===== src/rtl/sigma_from_innovation_interp_macros.svh =====
// ----------------------------------------------------------------------------
// sigma_from_innovation_interp_macros
// Assertion macros shared by the sigma lookup RTL.
// ----------------------------------------------------------------------------
`ifndef SIGMA_FROM_INNOVATION_INTERP_MACROS_SVH
`define SIGMA_FROM_INNOVATION_INTERP_MACROS_SVH
`ifndef SYNTHESIS
// property must hold at every edge out of reset
`define SFI_ASSERT(label, clk, rst, prop) \
  label: assert property (@(posedge clk) disable iff (rst) prop) \
    else $error("%m: assertion failed");
// condition must never be seen out of reset
`define SFI_ASSERT_NEVER(label, clk, rst, cond) \
  label: assert property (@(posedge clk) disable iff (rst) !(cond)) \
    else $error("%m: forbidden condition seen");
`else
`define SFI_ASSERT(label, clk, rst, prop)
`define SFI_ASSERT_NEVER(label, clk, rst, cond)
`endif
`endif


===== src/rtl/sfi_pkg.sv =====
// ----------------------------------------------------------------------------
// sfi_pkg
// Types and constants for the sigma-from-innovation lookup block.
// ----------------------------------------------------------------------------
`timescale 1ns / 1ps
`default_nettype none
package sfi_pkg;

  localparam int MAX_POINTS_DEF = 16;
  localparam int QUEUE_DEPTH    = 2;

  // configuration register indexes
  localparam logic [7:0] CFG_INNOV_MODE = 8'd0;
  localparam logic [7:0] CFG_POINTS     = 8'd1;

  // what the back end must do with an item
  typedef enum logic [1:0] {
    KIND_LOAD,
    KIND_MISS,
    KIND_CALC
  } kind_t;

  typedef struct packed {
    kind_t              kind;
    logic signed [33:0] resid;
    logic [3:0]         idx;
    logic [31:0]        grid;
    logic [31:0]        variance;
  } item_t;

endpackage
`default_nettype wire


===== src/rtl/sfi_front.sv =====
// ----------------------------------------------------------------------------
// sfi_front
// Classifies incoming beats and forms the centered innovation.
// ----------------------------------------------------------------------------
`timescale 1ns / 1ps
`default_nettype none
module sfi_front (
  input  wire logic [135:0]       tdata,
  input  wire logic [2:0]         tuser,
  input  wire logic signed [31:0] innovation_mode,
  output sfi_pkg::item_t          item
);

  logic signed [33:0] obs_x;
  logic signed [33:0] mod_x;
  logic signed [33:0] mode_x;

  // sign-extend so the double subtraction is exact
  assign obs_x  = {{2{tdata[31]}}, tdata[31:0]};
  assign mod_x  = {{2{tdata[63]}}, tdata[63:32]};
  assign mode_x = {{2{innovation_mode[31]}}, innovation_mode};

  always_comb begin
    item.resid    = obs_x - mod_x - mode_x;
    item.idx      = tdata[67:64];
    item.grid     = tdata[99:68];
    item.variance = tdata[131:100];
    if (tuser[0]) begin
      item.kind = sfi_pkg::KIND_LOAD;
    end else if (tuser[1] || tuser[2]) begin
      item.kind = sfi_pkg::KIND_MISS;
    end else begin
      item.kind = sfi_pkg::KIND_CALC;
    end
  end

endmodule
`default_nettype wire


===== src/rtl/sfi_queue.sv =====
// ----------------------------------------------------------------------------
// sfi_queue
// Small FIFO between front end and back end.
// ----------------------------------------------------------------------------
`timescale 1ns / 1ps
`default_nettype none
`include "sigma_from_innovation_interp_macros.svh"
module sfi_queue #(
  parameter int DEPTH = sfi_pkg::QUEUE_DEPTH
) (
  input  wire logic           clk,
  input  wire logic           rst,
  input  wire logic           wr_valid,
  output logic                wr_ready,
  input  wire sfi_pkg::item_t wr_item,
  output logic                rd_valid,
  input  wire logic           rd_ready,
  output sfi_pkg::item_t      rd_item
);

  localparam int PW = (DEPTH > 1) ? $clog2(DEPTH) : 1;
  localparam int CW = $clog2(DEPTH + 1);

  sfi_pkg::item_t slots [DEPTH];
  logic [PW-1:0]  wr_ptr;
  logic [PW-1:0]  rd_ptr;
  logic [CW-1:0]  count;
  logic           push;
  logic           pop;

  assign wr_ready = (count != CW'(DEPTH));
  assign rd_valid = (count != '0);
  assign push     = wr_valid && wr_ready;
  assign pop      = rd_valid && rd_ready;
  assign rd_item  = slots[rd_ptr];

  // storage
  always_ff @(posedge clk) begin
    if (push) begin
      slots[wr_ptr] <= wr_item;
    end
  end

  // pointers and fill count
  always_ff @(posedge clk) begin
    if (rst) begin
      wr_ptr <= '0;
      rd_ptr <= '0;
      count  <= '0;
    end else begin
      if (push) begin
        wr_ptr <= (wr_ptr == PW'(DEPTH - 1)) ? '0 : wr_ptr + 1'b1;
      end
      if (pop) begin
        rd_ptr <= (rd_ptr == PW'(DEPTH - 1)) ? '0 : rd_ptr + 1'b1;
      end
      if (push && !pop) begin
        count <= count + 1'b1;
      end else if (pop && !push) begin
        count <= count - 1'b1;
      end
    end
  end

  `SFI_ASSERT(a_count_bound, clk, rst, count <= CW'(DEPTH))
  `SFI_ASSERT(a_push_grows, clk, rst, push && !pop |=> count == $past(count) + 1'b1)
  `SFI_ASSERT(a_pop_shrinks, clk, rst, pop && !push |=> count == $past(count) - 1'b1)

endmodule
`default_nettype wire


===== src/rtl/sfi_back.sv =====
// ----------------------------------------------------------------------------
// sfi_back
// Table store, segment search, interpolation, square root and output stage.
// ----------------------------------------------------------------------------
`timescale 1ns / 1ps
`default_nettype none
`include "sigma_from_innovation_interp_macros.svh"
module sfi_back #(
  parameter int MAX_POINTS = sfi_pkg::MAX_POINTS_DEF
) (
  input  wire logic           clk,
  input  wire logic           rst,
  input  wire logic [4:0]     points_in_use,
  input  wire logic           item_valid,
  output logic                item_ready,
  input  wire sfi_pkg::item_t item,
  output logic                out_valid,
  input  wire logic           out_ready,
  output logic [23:0]         sigma,
  output logic                out_miss
);

  localparam int AW = (MAX_POINTS > 1) ? $clog2(MAX_POINTS) : 1;
  localparam int NW = $clog2(MAX_POINTS + 1);

  typedef enum logic [3:0] {
    ST_IDLE,
    ST_LAST_RD,
    ST_LAST_CHK,
    ST_SCAN_RD,
    ST_SCAN_CHK,
    ST_MUL,
    ST_DIV,
    ST_FIX,
    ST_SQRT,
    ST_DONE
  } state_t;

  state_t             state;
  logic [63:0]        mem [MAX_POINTS];
  logic [AW-1:0]      addr;
  logic [63:0]        rd_q;
  logic [NW-1:0]      npts;
  logic [AW-1:0]      last_idx;
  logic [AW-1:0]      scan_i;
  logic signed [33:0] resid;
  logic signed [33:0] rd_grid;
  logic [31:0]        rd_var;
  logic [31:0]        x0;
  logic [31:0]        y0;
  logic [31:0]        dr;
  logic [31:0]        dx;
  logic [31:0]        dy;
  logic               neg;
  logic [63:0]        dv_sh;
  logic [31:0]        dv_rem;
  logic [32:0]        dv_try;
  logic [5:0]         cnt;
  logic [47:0]        sq_op;
  logic [25:0]        sq_rem;
  logic [23:0]        sq_root;
  logic [26:0]        sq_try;
  logic [26:0]        sq_sub;
  logic [31:0]        q_fix;
  logic [23:0]        res_sigma;
  logic               res_miss;
  logic               load_ok;

  assign item_ready = (state == ST_IDLE);
  assign rd_grid    = {{2{rd_q[63]}}, rd_q[63:32]};
  assign rd_var     = rd_q[31:0];
  assign load_ok    = int'(item.idx) < MAX_POINTS;

  // saturated count of points in use
  always_comb begin
    if (points_in_use == '0) begin
      npts = NW'(1);
    end else if (int'(points_in_use) > MAX_POINTS) begin
      npts = NW'(MAX_POINTS);
    end else begin
      npts = NW'(points_in_use);
    end
    last_idx = AW'(npts - 1'b1);
  end

  // one division and one root step per cycle
  assign dv_try = {dv_rem, dv_sh[63]};
  assign sq_try = {sq_rem[24:0], sq_op[47:46]};
  assign sq_sub = {1'b0, sq_root, 2'b01};
  assign q_fix  = dv_sh[31:0] + {31'b0, (neg && (dv_rem != '0))};

  // table memory, one write and one registered read port
  always_ff @(posedge clk) begin
    if (state == ST_IDLE && item_valid && item.kind == sfi_pkg::KIND_LOAD && load_ok) begin
      mem[AW'(item.idx)] <= {item.grid, item.variance};
    end
    rd_q <= mem[addr];
  end

  // sequencer and output register
  always_ff @(posedge clk) begin
    if (rst) begin
      state     <= ST_IDLE;
      out_valid <= 1'b0;
    end else begin
      if (out_valid && out_ready && state != ST_DONE) begin
        out_valid <= 1'b0;
      end
      case (state)
        ST_IDLE: begin
          if (item_valid) begin
            resid <= item.resid;
            addr  <= last_idx;
            case (item.kind)
              sfi_pkg::KIND_MISS: begin
                res_sigma <= '0;
                res_miss  <= 1'b1;
                state     <= ST_DONE;
              end
              sfi_pkg::KIND_CALC: begin
                state <= ST_LAST_RD;
              end
              default: begin
                state <= ST_IDLE;
              end
            endcase
          end
        end
        ST_LAST_RD: begin
          state <= ST_LAST_CHK;
        end
        // clamp above the last point first
        ST_LAST_CHK: begin
          if (npts == NW'(1) || resid >= rd_grid) begin
            sq_op   <= {rd_var, 16'b0};
            sq_rem  <= '0;
            sq_root <= '0;
            cnt     <= '0;
            state   <= ST_SQRT;
          end else begin
            addr   <= '0;
            scan_i <= '0;
            state  <= ST_SCAN_RD;
          end
        end
        ST_SCAN_RD: begin
          state <= ST_SCAN_CHK;
        end
        // walk the grid for the enclosing segment
        ST_SCAN_CHK: begin
          if (scan_i == '0 && resid <= rd_grid) begin
            sq_op   <= {rd_var, 16'b0};
            sq_rem  <= '0;
            sq_root <= '0;
            cnt     <= '0;
            state   <= ST_SQRT;
          end else if (scan_i != '0 && (scan_i == last_idx || rd_grid > resid)) begin
            dr    <= resid[31:0] - x0;
            dx    <= rd_q[63:32] - x0;
            dy    <= (rd_var >= y0) ? rd_var - y0 : y0 - rd_var;
            neg   <= (rd_var < y0);
            state <= ST_MUL;
          end else begin
            x0     <= rd_q[63:32];
            y0     <= rd_var;
            scan_i <= scan_i + 1'b1;
            addr   <= scan_i + 1'b1;
            state  <= ST_SCAN_RD;
          end
        end
        ST_MUL: begin
          dv_sh  <= dr * dy;
          dv_rem <= '0;
          cnt    <= '0;
          state  <= ST_DIV;
        end
        // restoring divide, one quotient bit per cycle
        ST_DIV: begin
          if (dv_try >= {1'b0, dx}) begin
            dv_rem <= 32'(dv_try - {1'b0, dx});
            dv_sh  <= {dv_sh[62:0], 1'b1};
          end else begin
            dv_rem <= dv_try[31:0];
            dv_sh  <= {dv_sh[62:0], 1'b0};
          end
          cnt <= cnt + 1'b1;
          if (cnt == 6'd63) begin
            state <= ST_FIX;
          end
        end
        // round toward minus infinity on a falling segment
        ST_FIX: begin
          sq_op   <= {(neg ? y0 - q_fix : y0 + q_fix), 16'b0};
          sq_rem  <= '0;
          sq_root <= '0;
          cnt     <= '0;
          state   <= ST_SQRT;
        end
        // digit-by-digit square root, one result bit per cycle
        ST_SQRT: begin
          sq_op <= {sq_op[45:0], 2'b00};
          if (sq_try >= sq_sub) begin
            sq_rem  <= 26'(sq_try - sq_sub);
            sq_root <= {sq_root[22:0], 1'b1};
          end else begin
            sq_rem  <= sq_try[25:0];
            sq_root <= {sq_root[22:0], 1'b0};
          end
          cnt <= cnt + 1'b1;
          if (cnt == 6'd23) begin
            res_sigma <= (sq_try >= sq_sub) ? {sq_root[22:0], 1'b1} : {sq_root[22:0], 1'b0};
            res_miss  <= 1'b0;
            state     <= ST_DONE;
          end
        end
        ST_DONE: begin
          if (!out_valid || out_ready) begin
            out_valid <= 1'b1;
            sigma     <= res_sigma;
            out_miss  <= res_miss;
            state     <= ST_IDLE;
          end
        end
        default: begin
          state <= ST_IDLE;
        end
      endcase
    end
  end

  `SFI_ASSERT(a_miss_zero, clk, rst, out_valid && out_miss |-> sigma == '0)
  `SFI_ASSERT(a_dx_nonzero, clk, rst, state == ST_DIV |-> dx != '0)
  `SFI_ASSERT(a_scan_bound, clk, rst, state == ST_SCAN_CHK |-> scan_i <= last_idx)

endmodule
`default_nettype wire


===== src/rtl/sigma_from_innovation_interp.sv =====
// Sigma lookup from a piecewise-linear variance table.
// Input stream s_*: one beat per item. s_tuser[0] = op (1 loads table entry
// entry_index, 0 computes sigma), s_tuser[1]/[2] = obs/model missing flags.
// Output stream m_*: one beat per compute item, in order; loads give none.
// m_tdata = sigma (unsigned Q8.16), m_tuser = missing flag.
// Config port cfg_*: index 0 innovation mode, 1 points in use; write only
// while the block is idle. cfg_ready is always high.
// In the back end a load is written to the table as it is accepted and a
// missing item goes straight to the output stage. A computed item walks the
// grid for its segment, one table point at a time, then passes the multiply,
// the restoring divider (one bit per cycle) and the square root unit (one
// bit per cycle). An item clamped above or below the grid skips the divider.
// The back end holds one item at a time and takes the next only once the
// result of the last has moved to the output register.
// A two-entry queue lets the input side keep taking beats while the back
// end works, and an output register holds a result while m_tready is low,
// the back end then waiting with its next result.
// Reset (rst, synchronous) clears control state and the registers to
// mode 0 and one point; table contents stay undefined until loaded.
// ----------------------------------------------------------------------------
// sigma_from_innovation_interp
// Top level: config registers, front end, queue and back end.
// ----------------------------------------------------------------------------
`timescale 1ns / 1ps
`default_nettype none
module sigma_from_innovation_interp #(
  parameter int MAX_POINTS = sfi_pkg::MAX_POINTS_DEF
) (
  input  wire logic         clk,
  input  wire logic         rst,
  input  wire logic         s_tvalid,
  output logic              s_tready,
  // obs_value, model_value, entry_index, grid_point, variance_value, pad
  input  wire logic [135:0] s_tdata,
  // op, obs_missing, model_missing
  input  wire logic [2:0]   s_tuser,
  output logic              m_tvalid,
  input  wire logic         m_tready,
  // sigma
  output logic [23:0]       m_tdata,
  // sigma_missing
  output logic              m_tuser,
  input  wire logic         cfg_valid,
  output logic              cfg_ready,
  input  wire logic [7:0]   cfg_index,
  input  wire logic [31:0]  cfg_data
);

  logic signed [31:0] innovation_mode;
  logic [4:0]         points_in_use;
  sfi_pkg::item_t     front_item;
  sfi_pkg::item_t     q_item;
  logic               q_valid;
  logic               q_ready;

  assign cfg_ready = 1'b1;

  // configuration registers
  always_ff @(posedge clk) begin
    if (rst) begin
      innovation_mode <= '0;
      points_in_use   <= 5'd1;
    end else if (cfg_valid && cfg_ready) begin
      if (cfg_index == sfi_pkg::CFG_INNOV_MODE) begin
        innovation_mode <= cfg_data;
      end else if (cfg_index == sfi_pkg::CFG_POINTS) begin
        points_in_use <= cfg_data[4:0];
      end
    end
  end

  sfi_front u_front (
    .tdata           (s_tdata),
    .tuser           (s_tuser),
    .innovation_mode (innovation_mode),
    .item            (front_item)
  );

  sfi_queue #(
    .DEPTH (sfi_pkg::QUEUE_DEPTH)
  ) u_queue (
    .clk      (clk),
    .rst      (rst),
    .wr_valid (s_tvalid),
    .wr_ready (s_tready),
    .wr_item  (front_item),
    .rd_valid (q_valid),
    .rd_ready (q_ready),
    .rd_item  (q_item)
  );

  sfi_back #(
    .MAX_POINTS (MAX_POINTS)
  ) u_back (
    .clk           (clk),
    .rst           (rst),
    .points_in_use (points_in_use),
    .item_valid    (q_valid),
    .item_ready    (q_ready),
    .item          (q_item),
    .out_valid     (m_tvalid),
    .out_ready     (m_tready),
    .sigma         (m_tdata),
    .out_miss      (m_tuser)
  );

endmodule
`default_nettype wire


===== config.mk =====
export PLATFORM = sky130hd
export DESIGN_NAME = sigma_from_innovation_interp
export DESIGN_NICKNAME = d
export VERILOG_FILES = /design/src/rtl/sfi_pkg.sv /design/src/rtl/sfi_front.sv /design/src/rtl/sfi_queue.sv /design/src/rtl/sfi_back.sv /design/src/rtl/sigma_from_innovation_interp.sv
export VERILOG_INCLUDE_DIRS = /design/src /design/src/rtl
export SDC_FILE = /design/constraint.sdc
export NUM_CORES = 2
export LEC_CHECK = 0
export BUFFER_PORTS_ARGS = -buffer_cell sky130_fd_sc_hd__buf_2
export CORE_AREA = 2 2 514 644
export CTS_CLUSTER_SIZE = 12
export DETAILED_ROUTE_END_ITERATION = 12
export DIE_AREA = 0 0 516 646
export SYNTH_ARGS = -nofsm -noshare
export SYNTH_HDL_FRONTEND = slang
export SYNTH_SLANG_ARGS = --single-unit

===== constraint.sdc =====
create_clock -name clk -period 12.92 [get_ports clk]
set_clock_uncertainty 0.05 [all_clocks]
set_input_delay 0.646 -clock clk [delete_from_list [all_inputs] [get_ports clk]]
set_output_delay 0.646 -clock clk [all_outputs]
set_load 0.005 [all_outputs]

==> run metrics <==
status=complete, no violations; most used cells in the layout excluding fill and tap cells=1668 x sky130_fd_sc_hd__edfxtp_1, 1193 x sky130_fd_sc_hd__inv_1, 934 x sky130_fd_sc_hd__fa_1; post-route clock period utilization=71.0%; I/O pins=212; count of flip-flops with a built-in enable after synthesis=1668; clock latency of the later-clocked register in the worst-skew pair=a little over 0.8 ns; clock sink total=between 1500 and 2000; worst max-slew margin expressed relative to the limit=18.9%; global route overflow=0; fraction of synthesized cell area taken by the top area cell type=between 40% and 50%; post-CTS setup repair buffer count=0; Hold Crit Endpoint=innovation_mode[9]; combined area of all synthesized cells=114000 um2; TritonCTS clock tree=built; critical path data arrival time=approximately 9.6 ns; vias after detailed routing=70100; global-route wire length before repair=435000 um; worst slew pin tran=1.21 ns; starting utilization of the core area=34.9%; terminus of the critical flop-to-flop path=u_back.dv_sh[55]; area added between synthesis and finish=10.8%; sequential share of the synthesized area=between 40% and 50%; average size of a mapped cell=12.6 um2; # H-tree levels=4; vertical die dimension=646 um; CP endpoint kind=flip-flop; main area contributors after synthesis=sky130_fd_sc_hd__edfxtp_1 44%, sky130_fd_sc_hd__fa_1 16%, sky130_fd_sc_hd__mux4_2 6.3%; Register-to-Register Path Depth=23; Total Routed Length=280000 um; setup repair after global routing missed its margin=no; highest achievable clock rate=109 MHz; Post-layout nets=between 10000 and 15000; maximum number of pins on one net before global-route repair=97; Starting DRT DRC Count=5371; HP Start=cfg_data[9]; Synth Instances=9053; antenna violations before repair=11; DP HPWL=between 150000 and 200000 um; register-to-register setup slack=3.75 ns; area of the core=between 300000 and 400000 um2; maximum clock path buffer count=4; total DRC errors in the routed layout=0; shortest period the worst path allows=9.17 ns; number of failing setup endpoints in the final timing report=0; Final TNS setup=0 ns; Final GP Congestion=around 0.91; worst hold stages=3; number of global-route vias before repair=75200; distinct cell type count after synthesis=83; number of port buffers=206; number of CTS-inserted buffers=180; total nets after synthesis=approximately 11000; Pwr per Cell Area=145 nW/um2; Worst Setup Start Kind=flip-flop; horizontal die dimension=approximately 520 um; top flip-flop cell by instance count after synthesis=sky130_fd_sc_hd__edfxtp_1; top cell type by total area after synthesis=sky130_fd_sc_hd__edfxtp_1; final slew viol count=0; kind of path behind the tightest hold check=primary input to flip-flop; row count=235; clk slew on worst S/H paths=approximately 0.06 ns; Worst EP required=13.37 ns; worst path setup slack after routing=3.75 ns; maximum ir drop on the vdd rail=about 130 uV; max cap viols=0; Post-synth ARST share=0%; GRT Util Overall=between 10% and 20%; DRT Pass-1 Iters=6; Synthesis Warnings=0; commonest non-fill, non-tap cell in the layout=sky130_fd_sc_hd__edfxtp_1; register bit count reported by yosys=1779; leakage power of the design=48.9 nW; number of nets with antenna violations after detailed routing=0; master cell of the clock root buffer=sky130_fd_sc_hd__clkbuf_16; final hold viol count=0; pre-CTS WS=slightly below 4 ns; total die area=333000 um2; per-cell via count in the routed design=5.10; fraction of layout instances using a drive strength above 1=11.3%; CP max FO=32; Setup Crit Path Kind=flip-flop to flip-flop; WL per Instance=20.3 um; worst flop-to-flop path startpoint=u_back.dy[8]
flip-flops by register name, indices dropped and copies added, names as in the netlist, 25 cells and up, named ones only:
signal / count
innovation_mode: 32
u_back.dr: 32
u_back.dv_rem: 32
u_back.dv_sh: 64
u_back.dx: 32
u_back.dy: 32
u_back.mem: 1024
u_back.rd_q: 64
u_back.resid: 34
u_back.sq_op: 32
u_back.sq_rem: 25
u_back.x0: 32
u_back.y0: 32
u_queue.slots: 208
cells in the mapped netlist (all sizes together) (44+ instances only):
| library cell | count |
|---|---|
| a21oi | 404 |
| buf | 53 |
| clkbuf | 366 |
| ha | 558 |
| o21bai | 44 |
| nand2 | 731 |
| dfxtp | 111 |
| o21a | 45 |
| edfxtp | 1668 |
| xor2 | 112 |
| nand2b | 53 |
| mux2 | 104 |
| nor2 | 390 |
| a21o | 142 |
| nand3 | 98 |
| o21ai | 242 |
| mux4 | 320 |
| inv | 1193 |
| fa | 934 |
| nand4 | 60 |
| xnor2 | 202 |
| nor3 | 64 |
| and2 | 615 |
final cells by class:
class / count / area, um2
Antenna cell: 3 / 7.51
Clock buffer: 266 / 4930
Clock inverter: 20 / 201
Fill cell: 31000 / 201000
Inverter: 1193 / 4480
Multi-Input combinational cell: 5662 / 55800
Sequential cell: 1779 / 52300
Tap cell: 4384 / 5490
Timing Repair Buffer: 440 / 3020
through the flow:
step	utilization, %	hold WS, ns	std cells	power (mW)	area (um2)
after global placement	36.8	0.355	13400	13.5	120000
after floorplan	-	0.350	9053	11.8	114000
after global routing	38.6	0.0287	13700	19.3	126000
final	38.6	0.0505	13700	18.3	126000
after CTS	38.6	0.0000937	13700	18.5	126000
after detailed placement	36.8	0.355	13400	13.6	120000
what timing repair did:
item	in CTS	in global routing
hold endpoints to repair	155	0
gates resized for setup	0	0
hold buffers	88	0
worst max path at each step:
stage	startpoint	endpoint	slack (ns)	depth (start not counted)
floorplan	u_back.resid[11]	u_back.x0[0]	0.12	10
global placement	u_back.dy[8]	u_back.dv_sh[59]	3.93	23
detailed placement	u_back.dy[8]	u_back.dv_sh[59]	3.89	23
CTS	u_back.dy[8]	u_back.dv_sh[59]	3.81	23
global route	u_back.dy[8]	u_back.dv_sh[59]	3.45	23
finish	u_back.dy[8]	u_back.dv_sh[55]	3.75	23
layer usage:
metal / vias to the layer above / GRT usage (%) / wire (um) / share of wire [%]
met1: 36200 / 20.1 / 111000 / 40
met4: 2 / 6.51 / 11200 / 4.0
met2: 1835 / 30.5 / 145000 / 52
met3: 532 / 1.69 / 12300 / 4.4
li1: 31600 / - / - / -
met5: - / 0 / 7 / 0.0025
power breakdown:
group | switching (mW) | internal, mW | total (mW)
registers | 0.285 | 7.28 | 7.57
logic | 3.61 | 2.36 | 5.97
clock network | 2.10 | 2.68 | 4.78
total | 6.00 | 12.3 | 18.3
worst max-delay path, stage by stage (launching register included):
cell	delay [ns]
sky130_fd_sc_hd__edfxtp_1	0.35
sky130_fd_sc_hd__buf_4	0.27
sky130_fd_sc_hd__and2_1	0.26
sky130_fd_sc_hd__fa_1	0.52
sky130_fd_sc_hd__fa_1	0.56
sky130_fd_sc_hd__inv_1	0.06
sky130_fd_sc_hd__fa_1	0.56
sky130_fd_sc_hd__fa_1	0.46
sky130_fd_sc_hd__fa_1	0.56
sky130_fd_sc_hd__inv_1	0.05
sky130_fd_sc_hd__fa_1	0.49
sky130_fd_sc_hd__fa_1	0.54
sky130_fd_sc_hd__fa_1	0.46
sky130_fd_sc_hd__ha_1	0.43
sky130_fd_sc_hd__nand4_1	0.23
sky130_fd_sc_hd__nor3_1	0.30
sky130_fd_sc_hd__o21ai_0	0.14
sky130_fd_sc_hd__o211ai_1	0.13
sky130_fd_sc_hd__a41oi_1	0.14
sky130_fd_sc_hd__o31ai_1	1.01
sky130_fd_sc_hd__a21oi_1	0.50
sky130_fd_sc_hd__o21ai_0	0.50
sky130_fd_sc_hd__xnor2_1	0.17
sky130_fd_sc_hd__a21oi_1	0.08
cells by family after synthesis:
group | after synthesis | synth area share [%]
AND/OR/NAND/NOR | 2192 | 9.48
flip-flops | 1779 | 45.9
buffers and inverters | 1612 | 5.33
adder cells (fa/ha/maj) | 1492 | 22.5
AO/OA/AOI/OAI | 1197 | 6.63
multiplexers | 466 | 7.72
XOR/XNOR | 314 | 2.41
other | 1 | 0.00329
Power figures use the tool's default switching activity.
